### src/byte_range_set_tracker_top_assert.svh
// assertion macros for the range tracker
`ifndef BYTE_RANGE_SET_TRACKER_TOP_ASSERT_SVH
`define BYTE_RANGE_SET_TRACKER_TOP_ASSERT_SVH

// same-cycle implication
`define BRST_ASSERT_IMP(lbl, ante, cons, msg) \
  lbl: assert property (@(posedge clk) disable iff (rst) (ante) |-> (cons)) \
    else $error(msg);

// next-cycle implication
`define BRST_ASSERT_NXT(lbl, ante, cons, msg) \
  lbl: assert property (@(posedge clk) disable iff (rst) (ante) |=> (cons)) \
    else $error(msg);

`endif

### src/brst_pkg.sv
`timescale 1ns / 1ps
package brst_pkg;

  localparam int MAX_RANGES_DEF  = 64;
  localparam int OFFSET_BITS_DEF = 48;
  localparam int FIELD_BITS      = 48;
  localparam int COUNT_BITS      = 7;

  localparam logic OP_ADD  = 1'b0;
  localparam logic OP_FIND = 1'b1;

  typedef struct packed {
    logic                  op;
    logic [FIELD_BITS-1:0] offset;
    logic [FIELD_BITS-1:0] length;
  } req_t;

  typedef struct packed {
    logic                  covered;
    logic [FIELD_BITS-1:0] granted_length;
    logic                  table_full;
    logic [COUNT_BITS-1:0] ranges_used;
  } rsp_t;

endpackage

### src/brst_ctrl.sv
`timescale 1ns / 1ps
module brst_ctrl import brst_pkg::*; #(
  parameter int MAX_RANGES  = MAX_RANGES_DEF,
  parameter int OFFSET_BITS = OFFSET_BITS_DEF,
  localparam int IW = $clog2(MAX_RANGES),
  localparam int CW = $clog2(MAX_RANGES + 1),
  localparam int DW = 2 * OFFSET_BITS
) (
  input  logic          clk,
  input  logic          rst,
  input  logic          req_valid,
  output logic          req_ready,
  input  req_t          req,
  output logic          rsp_valid,
  input  logic          rsp_ready,
  output rsp_t          rsp,
  output logic          mem_rd_en,
  output logic [IW-1:0] mem_rd_addr,
  input  logic [DW-1:0] mem_rd_data,
  output logic          mem_wr_en,
  output logic [IW-1:0] mem_wr_addr,
  output logic [DW-1:0] mem_wr_data
);

  localparam int OB = OFFSET_BITS;

  typedef enum logic [3:0] {
    IDLE, SCAN_RD, SCAN_CHK, DECIDE, ABS_RD, ABS_CHK, MV_SET, MV_RD, MV_WR, WR_NEW, RESP
  } state_t;

  state_t        state;
  logic          op;
  logic [OB-1:0] off, len, end_r;
  logic [OB-1:0] prev_s, prev_e, cur_s, cur_e, s_new, e_new;
  logic [CW-1:0] i, j, p, src, dst, n, count, count_next;
  logic          down;

  logic [OB-1:0] rs, re, off_in, len_in, avail, end_in;
  logic [OB:0]   sum;
  logic          hp, hc, hit_prev, hit_cur;

  assign rs     = mem_rd_data[DW-1:OB];
  assign re     = mem_rd_data[OB-1:0];
  assign off_in = OB'(req.offset);
  assign len_in = OB'(req.length);
  assign sum    = {1'b0, off_in} + {1'b0, len_in};
  assign end_in = sum[OB] ? {OB{1'b1}} : sum[OB-1:0];

  assign hp       = (i != '0);
  assign hc       = (i != count);
  assign hit_prev = hp && (off < prev_e);
  assign hit_cur  = hc && (cur_s == off);
  assign avail    = hit_prev ? (prev_e - off) : (cur_e - cur_s);

  assign req_ready = (state == IDLE);

  always_comb begin
    mem_rd_en   = 1'b0;
    mem_rd_addr = i[IW-1:0];
    mem_wr_en   = 1'b0;
    mem_wr_addr = dst[IW-1:0];
    mem_wr_data = mem_rd_data;
    case (state)
      SCAN_RD: begin
        mem_rd_en   = hc;
        mem_rd_addr = i[IW-1:0];
      end
      ABS_RD: begin
        mem_rd_en   = (j != count);
        mem_rd_addr = j[IW-1:0];
      end
      MV_RD: begin
        mem_rd_en   = (n != '0);
        mem_rd_addr = src[IW-1:0];
      end
      MV_WR: begin
        mem_wr_en = 1'b1;
      end
      WR_NEW: begin
        mem_wr_en   = 1'b1;
        mem_wr_addr = p[IW-1:0];
        mem_wr_data = {s_new, e_new};
      end
      default: begin
      end
    endcase
  end

  always_ff @(posedge clk) begin
    if (rst) begin
      state     <= IDLE;
      count     <= '0;
      rsp_valid <= 1'b0;
    end else begin
      case (state)
        IDLE: begin
          if (req_valid) begin
            op    <= req.op;
            off   <= off_in;
            len   <= len_in;
            end_r <= end_in;
            i     <= '0;
            rsp   <= '0;
            state <= SCAN_RD;
          end
        end
        SCAN_RD: begin
          state <= hc ? SCAN_CHK : DECIDE;
        end
        SCAN_CHK: begin
          if (rs < off) begin
            prev_s <= rs;
            prev_e <= re;
            i      <= i + 1'b1;
            state  <= SCAN_RD;
          end else begin
            cur_s <= rs;
            cur_e <= re;
            state <= DECIDE;
          end
        end
        DECIDE: begin
          if (op == OP_FIND) begin
            if (hit_prev || hit_cur) begin
              rsp.covered        <= 1'b1;
              rsp.granted_length <= FIELD_BITS'((len < avail) ? len : avail);
            end
            state <= RESP;
          end else if (end_r > off) begin
            if (hp && (off <= prev_e)) begin
              if (end_r > prev_e) begin
                p     <= i - 1'b1;
                s_new <= prev_s;
                e_new <= end_r;
                j     <= i;
                state <= ABS_RD;
              end else begin
                state <= RESP;
              end
            end else if (hit_cur) begin
              if (end_r > cur_e) begin
                p     <= i;
                s_new <= off;
                e_new <= end_r;
                j     <= i + 1'b1;
                state <= ABS_RD;
              end else begin
                state <= RESP;
              end
            end else if (count >= CW'(MAX_RANGES)) begin
              rsp.table_full <= 1'b1;
              state          <= RESP;
            end else begin
              p     <= i;
              s_new <= off;
              e_new <= end_r;
              j     <= i;
              state <= ABS_RD;
            end
          end else begin
            state <= RESP;
          end
        end
        ABS_RD: begin
          state <= (j != count) ? ABS_CHK : MV_SET;
        end
        ABS_CHK: begin
          if (rs <= e_new) begin
            if (re > e_new) begin
              e_new <= re;
            end
            j     <= j + 1'b1;
            state <= ABS_RD;
          end else begin
            state <= MV_SET;
          end
        end
        MV_SET: begin
          count_next <= p + 1'b1 + (count - j);
          if (j > p + 1'b1) begin
            n    <= count - j;
            down <= 1'b1;
            src  <= j;
            dst  <= p + 1'b1;
          end else if (j < p + 1'b1) begin
            n    <= count - j;
            down <= 1'b0;
            src  <= count - 1'b1;
            dst  <= count;
          end else begin
            n <= '0;
          end
          state <= MV_RD;
        end
        MV_RD: begin
          state <= (n != '0) ? MV_WR : WR_NEW;
        end
        MV_WR: begin
          n     <= n - 1'b1;
          src   <= down ? src + 1'b1 : src - 1'b1;
          dst   <= down ? dst + 1'b1 : dst - 1'b1;
          state <= MV_RD;
        end
        WR_NEW: begin
          count <= count_next;
          state <= RESP;
        end
        RESP: begin
          if (!rsp_valid) begin
            rsp_valid       <= 1'b1;
            rsp.ranges_used <= COUNT_BITS'(count);
          end else if (rsp_ready) begin
            rsp_valid <= 1'b0;
            state     <= IDLE;
          end
        end
        default: begin
          state <= IDLE;
        end
      endcase
    end
  end

endmodule

### config.mk
export PLATFORM = sky130hd
export DESIGN_NAME = brst_ctrl
export DESIGN_NICKNAME = d
export VERILOG_FILES = /design/src/byte_range_set_tracker_top_assert.svh /design/src/brst_pkg.sv /design/src/brst_ctrl.sv
export SDC_FILE = /design/constraint.sdc
export NUM_CORES = 2
export LEC_CHECK = 0
export ABC_AREA = 1
export BUFFER_PORTS_ARGS = -buffer_cell sky130_fd_sc_hd__buf_2
export CAP_MARGIN = 10
export CORE_UTILIZATION = 60
export CTS_CLUSTER_SIZE = 16
export DETAILED_ROUTE_END_ITERATION = 12
export GPL_TIMING_DRIVEN = 0
export PLACE_DENSITY = 0.8
export REMOVE_ABC_BUFFERS = 1
export SYNTH_ARGS = -nofsm -noshare
export SYNTH_HDL_FRONTEND = slang
export SYNTH_SLANG_ARGS = --single-unit
### constraint.sdc
create_clock -name clk -period 20.1 [get_ports clk]
set_input_delay 5.025 -clock clk [delete_from_list [all_inputs] [get_ports clk]]
set_output_delay 5.025 -clock clk [all_outputs]
set_load 0.1 [all_outputs]
Word level (Yosys, flattened, before mapping)
Cells that the tools add are included.

Flip-flop bits (word level): 552. Input bits: 197. Output and inout bits: 169.

Add/sub/neg operators: 15. Magnitude comparators: 12. Equality and inequality tests: 34. Mux-type cells: 79. Bitwise operators: 3. Reductions and logical operators: 30.

Operators by type and width (count): 48-bit two-way mux (16); 48-bit greater-than comparator (4); 7-bit two-way mux (23); 48-bit less-than comparator (3); 50-bit case mux with 2 select lines (1); 49-bit two-way mux (2); 48-bit less-or-equal comparator (2); 96-bit two-way mux (1); 48-bit case mux with 2 select lines (1); 48-bit subtractor (2); 7-bit case mux with 2 select lines (6); 57-bit two-way mux (1); 48-bit by 48-bit adder with 49-bit output (1); 48-bit == test (1); 4-bit two-way mux (10); 4-bit case mux with 10 select lines (1); 7-bit by 1-bit adder with 7-bit output, second input constant (5); 7-bit by 1-bit subtractor with 7-bit output, second input constant (5); 2-bit != test, second input constant (14); 3-bit AND reduction (6); 4-bit by 3-bit == test with 1-bit output, second input constant (4); 8-bit AND reduction (2); 7-bit != test (2); 7-bit nonzero test (2); other kinds (28) (58).

Depth between registers and ports, before layout
Depth after elaboration: 8. Mapped depth: 37. Depth with buffers taken out: 36.

Worst setup path after synthesis
OpenSTA, ideal clock, no wires.

Kind: input -> register. Start: input rst. End: register end_r[0] (enable). Setup time: 0.826 ns. Arrival time: 15.050 ns. Data required time: 19.274 ns. Slack: 4.224 ns. Stages: 2. Path buffers: 1. Path through: clkbuf_1 nor3_1.

Longest elaborated chain between the ends: 2.

RTL lines: start, declared (line brst_ctrl.sv:10) `input logic rst,`; 1-bit inverter (no line); 3-bit AND reduction (no line); end signal, assigned (line brst_ctrl.sv:101) `end_r <= end_in;`; end, declared (line brst_ctrl.sv:33) `logic [OB-1:0] off, len, end_r;`.

No other way between the ends. A chain may end at the register's enable or synchronous reset.

Worst setup path in the final report
Start: input mem_rd_data[3]. End: output mem_wr_data[3].

Longest elaborated chain between the ends: 1.

RTL lines: start, declared (line brst_ctrl.sv:19) `input logic [DW-1:0] mem_rd_data,`; 96-bit two-way mux (line brst_ctrl.sv:63) `case (state)`; end, declared (line brst_ctrl.sv:22) `output logic [DW-1:0] mem_wr_data`.

No other way between the ends.

==> impl_metrics.csv <==
group,metric,value,unit
setup_path,cp_max_fo,4,
sta,fin_hold_ws,0.507,ns
cts,cts_tree,"yes",
sta,period_needed,11.10,ns
floorplan,die_y,261,um
cts,clock-sinks,550,
global_route,grt_usage,0.410,
global_route,antenna_found_initial,5,
cts,cts_setup_buffers,0,
synth,synth.distinct_cells,65,
layout,final_common_cell,"nand2_1",
floorplan,start_util,0.610,
drt,avgRoutedWirePerCell,23.3,um
setup_path,slowest_delay,0.50,ns
cts,numCtsBuffers,58,
setup_path,cp_slowest_cell,"buf_2",
drt,drt-total-wl,143000,um
floorplan,dieArea,68400,sq um
global_route,top_usage_layer,"met2",
drt,routed_via_density,6.07,
setup_path,cp.depth,4,
sta,finalCritPeriodShare,0.552,
setup_path,worst-endpoint-required,15.07,ns
cts,cts-resized-gates,0,
cts,path_clk_slew,0.06,ns
sta,setup-tns-final,0,ns
sta,grt_setup_unrepaired,"false",
setup_path,r2r_start,"off[0]",
sta,setup_violations,0,
setup_path,crit_path_start_kind,"primary input",
drt,drt_iter0_markers,4703,
worst_hold_path,hold-path-cell-count,2,
global_route,grt_pass1_vias,34289,
setup_path,path_class,"in2out",
synth,synth-warning-count,0,
synth,synth_edf_count,538,
cts,htreeDepth,2,
sta,max_freq,0.0901,GHz
setup_path,r2r_end,"rsp[20]",
sta,fin_skew,0.0165,ns
placement,placed_cell_area,43700,sq um
drt,ant_nets,0,
global_route,met3_usage,0.0633,
synth,synth.top_cell.area_share,0.400,
drt,drc,0,
cts,clk_latency,0.64,ns
sta,slew_viol_final,0,
layout,syn_to_final_growth,12.9,%
setup_path,path_buf_inv,3,
sta,relSlewSlack,0.103,
floorplan,io_pins,366,
worst_hold_path,min_to,"rsp_valid",
cts,cts_root_buf,"clkbuf_16",
status,status,"completed",
global_route,grt_max_degree,99,
setup_path,reg2reg_depth,25,
floorplan,die_x,261,um
layout,drive_gt1_frac,0.108,
floorplan,core-area,66200,sq um
synth,syn-instance-count,4832,
power,ir_drop,0.107,mV
power,power.total,4.55,mW
global_route,grt_first_pass_wirelength,207000,um
layout,mostFrequentLayoutCells,"nand2_1, inv_1, edfxtp_1",
synth,syn-cell-area,40400,sq um
power,p_leak,21.0,nW
power,power.density,99.7,nW/um^2
placement,portBuffers,365,
layout,nets,5929,
drt,firstDrtPassIters,6,
setup_path,crit_top_cell,"buf_2",
drt,vias,37208,
synth,synth_top_cell_by_area,"edfxtp_1",
layout,final_core_util,0.689,
synth,synth_ff_type,"edfxtp_1",
synth,synth_area_leaders,"edfxtp_1, ha_1, nand2_1",
synth,ys_async_sr_fraction,0,
cts,clock_path_buffers,3,
synth,ys_seq_area_frac,0.406,
sta,tightest_slew,1.33,ns
floorplan,rows,94,
worst_hold_path,min_from,"rsp_valid",
global_route,met1_usage,0.561,
setup_path,end_kind,"output pin",
setup_path,crit_path_cell_trace,"buf_2, inv_1, o21ai_0, buf_2",
worst_hold_path,hold_path.class,"reg2reg",
layout,final_cell_area,45600,sq um
global_route,gr-total-overflow,0,
setup_path,rrSetupSlack,12.40,ns
setup_path,cp_data_arrival_time,6.08,ns
flow_run,drv_cap,0,
cts,postCtsHoldBufs,0,
synth,synth-seq-cells,550,
placement,dp_hpwl,115000,um
layout,fill_cells,5420,
synth,synth.avg_cell_area,8.36,sq um
placement,gp_congestion,1.02,
sta,hold_viol,0,
global_route,grt_util_met2,0.645,
setup_path,critPathTopFamily,"buffers and inverters",
==> cell usage after synthesis (all sizes together) (3+ instances only) <==
master	number
a2111oi	3
a211oi	25
a21boi	35
a21o	20
a21oi	406
a221oi	4
a31o	3
a31oi	48
a32oi	3
and2	10
and3	3
buf	24
clkbuf	66
clkinv	3
dfxtp	12
edfxtp	538
fa	7
ha	511
inv	714
nand2	1080
nand3	130
nand3b	29
nand4	78
nor2	391
nor3	46
nor4	23
nor4b	3
o2111ai	7
o211ai	22
o21a	31
o21ai	341
o21bai	21
o221a	4
o221ai	16
o22ai	4
o31ai	4
or2	38
xnor2	36
xor2	78
==> per-stage QoR <==
stage	std cells	setup slack, ns
floorplan	4742	4.25
global placement	5971	-1.56
detailed placement	6016	9.01
CTS	6123	9.02
global route	6126	9.00
finish	6126	9.00
==> worst register-to-register path, stage by stage (launching register included) <==
cell and delay, ns:
edfxtp_1 0.52, ha_1 0.21, inv_1 0.06, fa_1 0.38, nand2_1 0.10, nand2_1 0.08, nand3_1 0.09, nand2_1 0.12
nand2_1 0.09, nand2_1 0.25, nand2_1 0.21, nand3_2 0.15, nand2_4 0.61, inv_1 0.60, buf_16 0.33, nand2_1 0.09
nand2_1 0.09, ha_1 0.33, nand3_1 0.08, nor3_1 0.67, nand3_1 0.41, nor4_1 0.46, nand2_4 0.59, nand2_4 0.59
nor2_1 0.08, nor2_1 0.28
==> cells by family after synthesis <==
logic type	Yosys count	share of synthesized area
compound gates	1009	0.142
simple gates	1834	0.190
flops	550	0.406
buf+inv	807	0.0761
xor+xnor	114	0.0247
fa+ha+maj	518	0.162
==> registers in the layout, summed over array words and instances (netlist names) <==
name / cells
prev_e: 48
p: 7
count: 7
rsp: 57
j: 7
op: 1
count_next: 7
cur_s: 48
src: 6
len: 48
down: 1
s_new: 48
n: 7
prev_s: 48
cur_e: 48
end_r: 48
state: 4
dst: 6
rsp_valid: 1
i: 7
e_new: 48
off: 48
==> per-layer routing <==
metal	wire, um	share of wire
met1	57800	0.40
met2	63400	0.44
met3	14900	0.10
met4	6690	0.047
met5	0	0
==> layout make-up <==
type / count / area, sq um / share of cell area
timing repair buffer: 412 / 2510 / 0.0551
multi-input combinational: 3475 / 21000 / 0.461
inverter: 717 / 2700 / 0.0592
sequential: 550 / 16400 / 0.359
clock inverter: 31 / 319 / 0.00699
tap: 864 / 1080 / 0.0237
antenna: 1 / 2.50 / 0.0000548
clock buffer: 76 / 1590 / 0.0349
==> worst max-delay path by stage <==
stage                                from              end  slack (ns)
after floorplan                       rst         end_r[0]        4.25
after global placement                rst        end_r[32]       -1.56
after detailed placement   mem_rd_data[3]   mem_wr_data[3]        9.01
after CTS                  mem_rd_data[3]   mem_wr_data[3]        9.02
after global routing      mem_rd_data[31]  mem_wr_data[31]        9.00
final                      mem_rd_data[3]   mem_wr_data[3]        9.00
==> power by group <==
| part | switching (mW) | internal, mW |
|---|---|---|
| Combinational | 1.38 | 0.504 |
| Sequential | 0.0963 | 1.45 |
| Clock | 0.481 | 0.633 |
| Total | 1.96 | 2.59 |
(Power assumes the default switching activity.)
